**src/rtl/core/ort_pkg.sv**
```systemverilog
// Shared types, command codes and cell control codes for the ordered record table.
// Used by ort_cell and ordered_record_table_core; depends on nothing.
package ort_pkg;

	localparam int CAPACITY_DEF = 128;

	localparam int KEY_W = 31;
	localparam int TAG_W = 64;
	localparam int PAY_W = 64;

	// command codes
	localparam logic [2:0] CMD_INSERT_AT     = 3'd0;
	localparam logic [2:0] CMD_DELETE_AT     = 3'd1;
	localparam logic [2:0] CMD_DELETE_KEY    = 3'd2;
	localparam logic [2:0] CMD_DELETE_TAG    = 3'd3;
	localparam logic [2:0] CMD_SEARCH        = 3'd4;
	localparam logic [2:0] CMD_SORT          = 3'd5;
	localparam logic [2:0] CMD_SORTED_INSERT = 3'd6;

	// cell operations
	localparam logic [2:0] OP_HOLD = 3'd0;
	localparam logic [2:0] OP_SHDN = 3'd1;
	localparam logic [2:0] OP_SHUP = 3'd2;
	localparam logic [2:0] OP_MARK = 3'd3;
	localparam logic [2:0] OP_OET  = 3'd4;

	// scan wave modes
	localparam logic [1:0] WM_SEARCH = 2'd0;
	localparam logic [1:0] WM_TAG    = 2'd1;
	localparam logic [1:0] WM_SINS   = 2'd2;

	typedef struct packed {
		logic [KEY_W-1:0] key;
		logic [TAG_W-1:0] tag;
		logic [PAY_W-1:0] pay;
	} rec_t;

	typedef struct packed {
		logic [2:0] op;
		logic       phase;
		logic [1:0] mode;
	} cell_ctl_t;

	function automatic logic [7:0] fold_lc(input logic [7:0] c);
		if (c inside {[8'h41:8'h5A]}) begin
			return c + 8'd32;
		end
		return c;
	endfunction

	// zero-terminated, case-folded compare of two eight-character tags
	function automatic logic tag_match(input logic [TAG_W-1:0] a, input logic [TAG_W-1:0] b);
		logic       res;
		logic       stop;
		logic [7:0] ca;
		logic [7:0] cb;
		res  = 1'b1;
		stop = 1'b0;
		for (int i = 0; i < 8; i++) begin
			ca = fold_lc(a[8*i +: 8]);
			cb = fold_lc(b[8*i +: 8]);
			if (!stop) begin
				if (ca != cb) begin
					res  = 1'b0;
					stop = 1'b1;
				end else if (ca == 8'd0) begin
					stop = 1'b1;
				end
			end
		end
		return res;
	endfunction

endpackage

```
**src/rtl/core/ort_cell.sv**
```systemverilog
// One entry of the record chain: record storage, shift and swap moves, scan wave stage.
// Depends on ort_pkg.
module ort_cell import ort_pkg::*; #(
	parameter int CW  = 8,
	parameter int IDX = 0
) (
	input  logic             clk,
	input  logic             arst_n,
	input  cell_ctl_t        ctl,
	input  logic [CW-1:0]    lo,
	input  logic [CW-1:0]    hi,
	input  logic [CW-1:0]    count,
	input  logic [KEY_W-1:0] key_b,
	input  logic [TAG_W-1:0] tag_b,
	input  rec_t             bus,
	input  rec_t             left_rec,
	input  logic             left_dead,
	input  rec_t             right_rec,
	input  logic             right_dead,
	input  logic             hit_in,
	input  logic [CW-1:0]    acc_in,
	output rec_t             rec,
	output logic             dead,
	output logic             hit,
	output logic [CW-1:0]    acc
);

	localparam logic [CW-1:0] MY_IDX = CW'(IDX);

	rec_t          rec_q;
	rec_t          rec_d;
	logic          dead_q;
	logic          dead_d;
	logic          hit_q;
	logic [CW-1:0] acc_q;
	logic          occ;
	logic          m;
	logic          inc;
	logic          hit_out;

	assign occ = MY_IDX < count;

	always_comb begin
		rec_d  = rec_q;
		dead_d = dead_q;
		case (ctl.op)
			OP_SHDN: begin
				if (MY_IDX == hi) begin
					rec_d = bus;
				end else if (MY_IDX >= lo && MY_IDX < hi) begin
					rec_d = right_rec;
				end
			end
			OP_SHUP: begin
				if (MY_IDX == lo) begin
					rec_d = bus;
				end else if (MY_IDX > lo && MY_IDX <= hi) begin
					rec_d = left_rec;
				end
			end
			OP_MARK: begin
				dead_d = !occ || tag_match(rec_q.tag, tag_b);
			end
			OP_OET: begin
				if (MY_IDX[0] == ctl.phase) begin
					if (dead_q && !right_dead) begin
						rec_d  = right_rec;
						dead_d = 1'b0;
					end
				end else if (left_dead && !dead_q) begin
					rec_d  = left_rec;
					dead_d = 1'b1;
				end
			end
			default: ;
		endcase
	end

	// scan wave: first hit flag and a running count, one cell per cycle
	always_comb begin
		m   = 1'b0;
		inc = 1'b0;
		case (ctl.mode)
			WM_TAG: begin
				m   = occ && tag_match(rec_q.tag, tag_b);
				inc = m;
			end
			WM_SINS: begin
				m   = occ && (rec_q.key == key_b);
				inc = occ && (rec_q.key <= key_b);
			end
			default: begin
				m   = occ && (rec_q.key == key_b);
				inc = occ && !(hit_in || m);
			end
		endcase
	end

	assign hit_out = hit_in || m;

	always_ff @(posedge clk) begin
		rec_q <= rec_d;
	end

	always_ff @(posedge clk or negedge arst_n) begin
		if (!arst_n) begin
			dead_q <= 1'b0;
			hit_q  <= 1'b0;
			acc_q  <= '0;
		end else begin
			dead_q <= dead_d;
			hit_q  <= hit_out;
			acc_q  <= acc_in + CW'(inc);
		end
	end

	assign rec  = rec_q;
	assign dead = dead_q;
	assign hit  = hit_q;
	assign acc  = acc_q;

endmodule

```
**config.mk**
```make
export PLATFORM = sky130hd
export DESIGN_NAME = ort_cell
export DESIGN_NICKNAME = d
export VERILOG_FILES = /design/src/rtl/core/ort_pkg.sv /design/src/rtl/core/ort_cell.sv
export SDC_FILE = /design/constraint.sdc
export NUM_CORES = 1
export LEC_CHECK = 0
export BUFFER_PORTS_ARGS = -buffer_cell sky130_fd_sc_hd__buf_2
export CELL_PAD_IN_SITES_DETAIL_PLACEMENT = 0
export CELL_PAD_IN_SITES_GLOBAL_PLACEMENT = 1
export CORE_AREA = 2 2 307 309
export CTS_CLUSTER_DIAMETER = 30
export DETAILED_ROUTE_END_ITERATION = 8
export DIE_AREA = 0 0 309 311
export PLACE_DENSITY_LB_ADDON = 0.25
export SYNTH_ARGS = -nofsm -noshare
export SYNTH_HDL_FRONTEND = slang
export SYNTH_SLANG_ARGS = --single-unit
```
**constraint.sdc**
```tcl
create_clock -name clk -period 13.2 [get_ports clk]
set_input_delay 0 -clock clk [delete_from_list [all_inputs] [get_ports clk]]
set_output_delay 0 -clock clk [all_outputs]
set_load 0.03 [all_outputs]
```
# After elaboration in Yosys (flattened, before gate mapping)
# Cells that the tools add are included.
# word_totals
in_bits	615
regBits	169
# op_classes
n_eq_ne	27
order_cmp	38
n_addsub	17
n_reduce_logical	51
mux	233
# op_table
cell	n
$mux 159	7
$mux 8	80
$pmux 159 s3	1
$mux 1	143
$add 8x6->8 const B	16
$ge 8x7->1 const B	16
$le 8x7->1 const B	16
$logic_not 8->1	16
$ne 8x8->1	16
$eq 31x31->1	1
$le 31x31->1	1
$logic_and 1x1->1	24
$lt 1x8->1 const A	2
$ne 3x3->1 const B	4
$add 8x1->8	1
$ge 1x8->1 const A	1
$gt 1x8->1 const A	1
$le 1x8->1 const A	1
$eq 3x2->1 const B	2
$reduce_and 5->1	1
$logic_not 1->1	4
$pmux 1 s2	2
$eq 3x1->1 const B	1
$eq 3x3->1 const B	1
6 further kinds	8

# Longest topological paths before layout
# depth
ltp_word	30
ltp_mapped	16
mapped_depth_nobuf	16

# Worst setup path after synthesis
# No wires, ideal clock.
# synth_timing
kind	register to register
start	register dead_q (netlist: dead)
end	register rec_q (netlist bit rec[0]), enable pin
path_stages_with_launch	7
path_slack_ps	206
arrival_time_ps	12097
synth_period_minus_slack_ps	12994
cell_sequence	dfrtp_1 -> nand2b_1 -> o22ai_1 -> nand2_1 -> nor2_1 -> a31oi_1 -> o21ai_0
# synth_via
elab_chain_cells	4
# synth_lines
element	line_no	source
start: declaration	ort_cell.sv:32	logic dead_q;
start signal: assignment	ort_cell.sv:107	dead_q <= 1'b0;
start signal: assignment	ort_cell.sv:111	dead_q <= dead_d;
$logic_not 1->1	ort_cell.sv:70	end else if (left_dead && !dead_q) begin
$logic_and 1x1->1	ort_cell.sv:70	
$ne 3x3->1 (no line)	--	
$reduce_and 5->1 (no line) (*)	--	
end signal: assignment	ort_cell.sv:102	rec_q <= rec_d;
end: declaration	ort_cell.sv:30	rec_t rec_q;
# Mark *: on every way between the ends. The rest lies on a longest branch, timed or not.
# A chain may end at the register's enable or synchronous reset.

# Final worst setup path
# layout_timing
start	register rec_q (netlist bit rec[101])
end	register acc_q[6] (netlist: acc[6])
# layout_via
elab_chain_cells	20
# layout_lines
element	line_no	source
$ge 8x7->1 or $le 8x7->1 (tied branches)	ort_pkg.sv:45	if (c inside {[8'h41:8'h5A]}) begin
$logic_and 1x1->1	ort_pkg.sv:45	
$mux 1	ort_pkg.sv:45	
$mux 1	ort_cell.sv:83	case (ctl.mode)
$mux 8 (*)	ort_pkg.sv:48	return c;
$mux 8 (*)	ort_cell.sv:83	
$logic_not 8->1	ort_pkg.sv:66	end else if (ca == 8'd0) begin
$mux 1	ort_pkg.sv:66	
[... 4 more ...]	--	
$mux 1 (on tied branches)	ort_pkg.sv:63, ort_cell.sv:83	
$mux 1	ort_pkg.sv:62	if (!stop) begin
$mux 1 (on tied branches)	ort_pkg.sv:63, ort_cell.sv:83	
$mux 1 (*)	ort_pkg.sv:62	
$mux 1 (*)	ort_cell.sv:83	
$logic_and 1x1->1 (*)	ort_cell.sv:85	m = occ && tag_match(rec_q.tag, tag_b);
$pmux 1 s2 (*)	ort_cell.sv:83	
$add 8x1->8 (*)	ort_cell.sv:113	acc_q <= acc_in + CW'(inc);
end signal: assignment	ort_cell.sv:113	
end: declaration	ort_cell.sv:35	logic [CW-1:0] acc_q;
# Mark *: on every way between the ends. The rest lies on a longest branch, timed or not. The select of a mux whose other input is x is not followed.

==> out/results.md <==
* **outcome** finished with violations
* **violated checks** design-rule violations
* **net count reported at finish** 2792
* **Highest Clock Rate** 206 MHz
* **PwrDens** 76.8 nW/um^2
* **Worst Tran Pin Value** 1.10 ns
* **final core utilization** 0.217
* **number of buffers inserted to repair setup after CTS** 0
* **overall die area** 96100 sq um
* **data arrival at the endpoint of the critical path** 5.24 ns
* **Max clock buf depth** 2
* **post-synth top area cell** edfxtp_1
* **share of async-settable or async-resettable flops after synthesis** 0.0592
* **maximum single-stage delay on the critical path** 0.62 ns
* **effective utilization at floorplan** 0.117
* **total I/O pin count** 784
* **sum of negative setup slack** 0 ns
* **synthesized netlist net count** 1703
* **headroom to the max-slew limit** 0.267
* **Port Buffer Count** 783
* **count of final hold-check violations** 0
* **ratio of cells with drive above 1 in the final layout** 0.393
* **setup repair after global routing missed its margin** false
* **total buffers and inverters traversed by the critical path** 1
* **pin count of the biggest net entering global routing** 94
* **number of enable flip-flop cells after synthesis** 159
* **antenna violations before repair** 20
* **clock latency on the worst-skew pair** 0.50 ns
* **x dimension of the die** 309 microns
* **Num CTS Buffers** 17
* **core area** 92800 sq um
* **Syn. warnings** 0
* **aggregate routed wire length** 66600 microns
* **count of final max-slew check failures** 0
* **synthesized-area fraction occupied by adder cells** 0.0564
* **Congestion Overflow GR** 0
* **largest family of logic cells by synthesized area** compound AO/OA/AOI/OAI gates
* **area fraction in compound gates after synthesis** 0.244
* **area delta synth->final** 85.3%
* **cell leakage power** 9.31 nW
* **top cells by instance count after synthesis** inv_1 (209), a222oi_1 (159), edfxtp_1 (159)
* **CTS tree** yes
* **number of antenna-violating nets in the routed design** 0
* **H-tree level count** 4
* **Crit Path Category** register to register
* **wire length of the first global-routing pass** 91500 microns
* **number of global-route vias before repair** 14.1k
* **total iterations of the first detailed-routing run** 9
* **global-route usage over all layers** 0.132
* **chip height** 311 microns
* **xor/xnor cell area share of the yosys netlist** 0.0515
* **Routed wire per std cell** 19.6 microns
* **worst path cell trace** ha_1 -> or3_1 -> o31ai_1 -> xor2_1 -> nor4_1 -> o2111ai_1 -> a221oi_2 -> o21ai_2 -> o22ai_1 -> ha_1 -> ha_1 -> and3_1 -> nand3_1 -> xnor2_1 -> dlygate4sd3_1
* **via count of the routed design** 13.6k
* **Maximum Capacitance Violations** 0
* **minimum clock period** 4.86 ns
* **portion of netlist area occupied by mux cells** 0.00288
* **Final HPWL DP** 53900 microns
* **crit path max-delay cell type** nor4_1
* **final setup vio count** 0
* **root buffer cell** clkbuf_16
* **final weighted congestion of routability-driven global placement** 0.897
* **simple-gate portion of the synthesized area** 0.0925
* **Detailed Route Iter0 Violations** 1190
* **Yosys top cell area share** 0.439
* **DR DRC count** 20
* **post-layout worst setup margin** 8.34 ns
* **family with the most delay on the worst path** compound AO/OA/AOI/OAI gates
* **Syn Area/Cell** 10.5 sq um
* **most frequently used flop master after synthesis** edfxtp_1
* **Critical Path End Type** register
* **Area contributors post-synth** edfxtp_1 (44%), a222oi_1 (15%), inv_1 (7.2%)
* **final worst path period share** 0.368
* **most frequently used cell type in the post-synthesis netlist** inv_1
* **Hold WC Path Type** input port to register
* **worst setup slack after placement** 8.51 ns
* **register bit count reported by yosys** 169
* **Req. time, crit path** 13.58 ns
* **Seq/Total Area, Yosys** 0.462
* **Final Skew** 0.0135 ns
* **Clock transition at path regs** 0.07 ns
* **cell type with the highest occurrence count on the critical path** ha_1
* **vias per cell** 4.00
* **# clock sinks** 169
* **largest fanout of any net on the critical path** 6
* **distinct cell type count after synthesis** 68
* **FP Rows** 112
* **mapped cell area** 10900 sq um
* **sort of element at the start of the critical path** register
* **number of cells produced by synthesis** 1039
* **VDD IR-drop max** 0.101 mV
* **post-cts gate resize count** 0
cells by family after synthesis:
kind of cell / count (synthesis)
adder cells (fa/ha/maj): 49
AND/OR/NAND/NOR: 189
AO/OA/AOI/OAI: 303
buffers and inverters: 262
XOR/XNOR: 64
multiplexers: 3
flip-flops: 169
registers in the layout (all words and copies together), names as in the netlist:
signal  count
acc         8
hit         1
dead        1
rec       159
power breakdown:
group,total (mW),leakage [nW],internal [mW],switching [mW]
logic,0.409,7.49,0.217,0.192
registers,0.615,1.56,0.606,0.00903
clock network,0.524,0.257,0.274,0.251
repair_timing:
item / CTS / global route
endpoints found under the setup margin: 0 / 0
hold buffers: 325 / 2
endpoints found under the hold margin: 174 / 1
area by class of cell:
| type | count | area (sq um) |
|---|---|---|
| fill | 10332 | 72600 |
| timing repair buffer | 1123 | 7300 |
| sequential | 169 | 5020 |
| multi-input combinational | 608 | 4910 |
| tap | 1254 | 1570 |
| inverter | 209 | 785 |
| clock buffer | 20 | 437 |
| clock inverter | 10 | 105 |
| antenna | 8 | 20.0 |
routing by layer:
| layer | routed length [microns] | track usage | vias up |
|---|---|---|---|
| li1 | - | - | 6305 |
| met5 | 70 | 0 | - |
| met2 | 34300 | 0.245 | 647 |
| met3 | 4900 | 0.0364 | 95 |
| met4 | 1930 | 0.0505 | 14 |
| met1 | 25400 | 0.140 | 6545 |
worst min-delay path: cells and delay by family:
family	cells	cell delay (ns)
compound gates	1	0.18
buf+inv	2	0.19
layout by cell type, fill, tap and decap left out, types with 5 or more instances in the layout:
cell type	Yosys	layout
nor2_1	37	37
nand2_1	31	31
inv_1	209	209
o2111ai_1	5	5
or3_1	7	7
nand3_1	19	19
o21bai_1	6	6
a31oi_1	6	6
buf_4	0	12
o22ai_1	10	9
nand2b_1	11	11
edfxtp_1	159	159
nor3_1	29	29
or4_1	11	11
a21oi_1	31	30
xor2_1	28	28
a222oi_1	159	159
diode_2	0	8
clkbuf_16	0	17
o41ai_1	9	9
nand4_1	8	8
nor4_1	10	10
dlygate4sd3_1	0	327
o21ai_0	11	10
ha_1	49	49
xnor2_1	36	36
o31ai_1	6	6
dfrtp_1	10	10
o21a_1	5	5
a21o_1	14	14
buf_2	0	783
per-stage QoR:
stage / cell area (sq um) / hold WS [ns] / instances / power (mW)
floorplan: 10900 / -0.296 / 1039 / 0.761
global route: 20200 / 0.00378 / 3400 / 1.63
CTS: 20100 / 0.000386 / 3391 / 1.59
finish: 20200 / 0.00432 / 3401 / 1.55
detailed placement: 16300 / -0.121 / 3036 / 0.939
global placement: 16300 / -0.128 / 3036 / 0.937
final timing paths:
kind / start / to / slack [ns] / cells past startpoint
max: rec[101] / acc[6] / 8.34 / 15
min: left_rec[74] / rec[74] / 0.004 / 3
max reg2reg: rec[101] / acc[6] / 8.34 / 15
min reg2reg: rec[98] / acc[0] / 1.27 / 7
max in group asynchronous: arst_n / hit / 12.31 / 3
min in group asynchronous: arst_n / acc[3] / 0.55 / 3
Note: power is estimated with default switching activity, not from simulation.
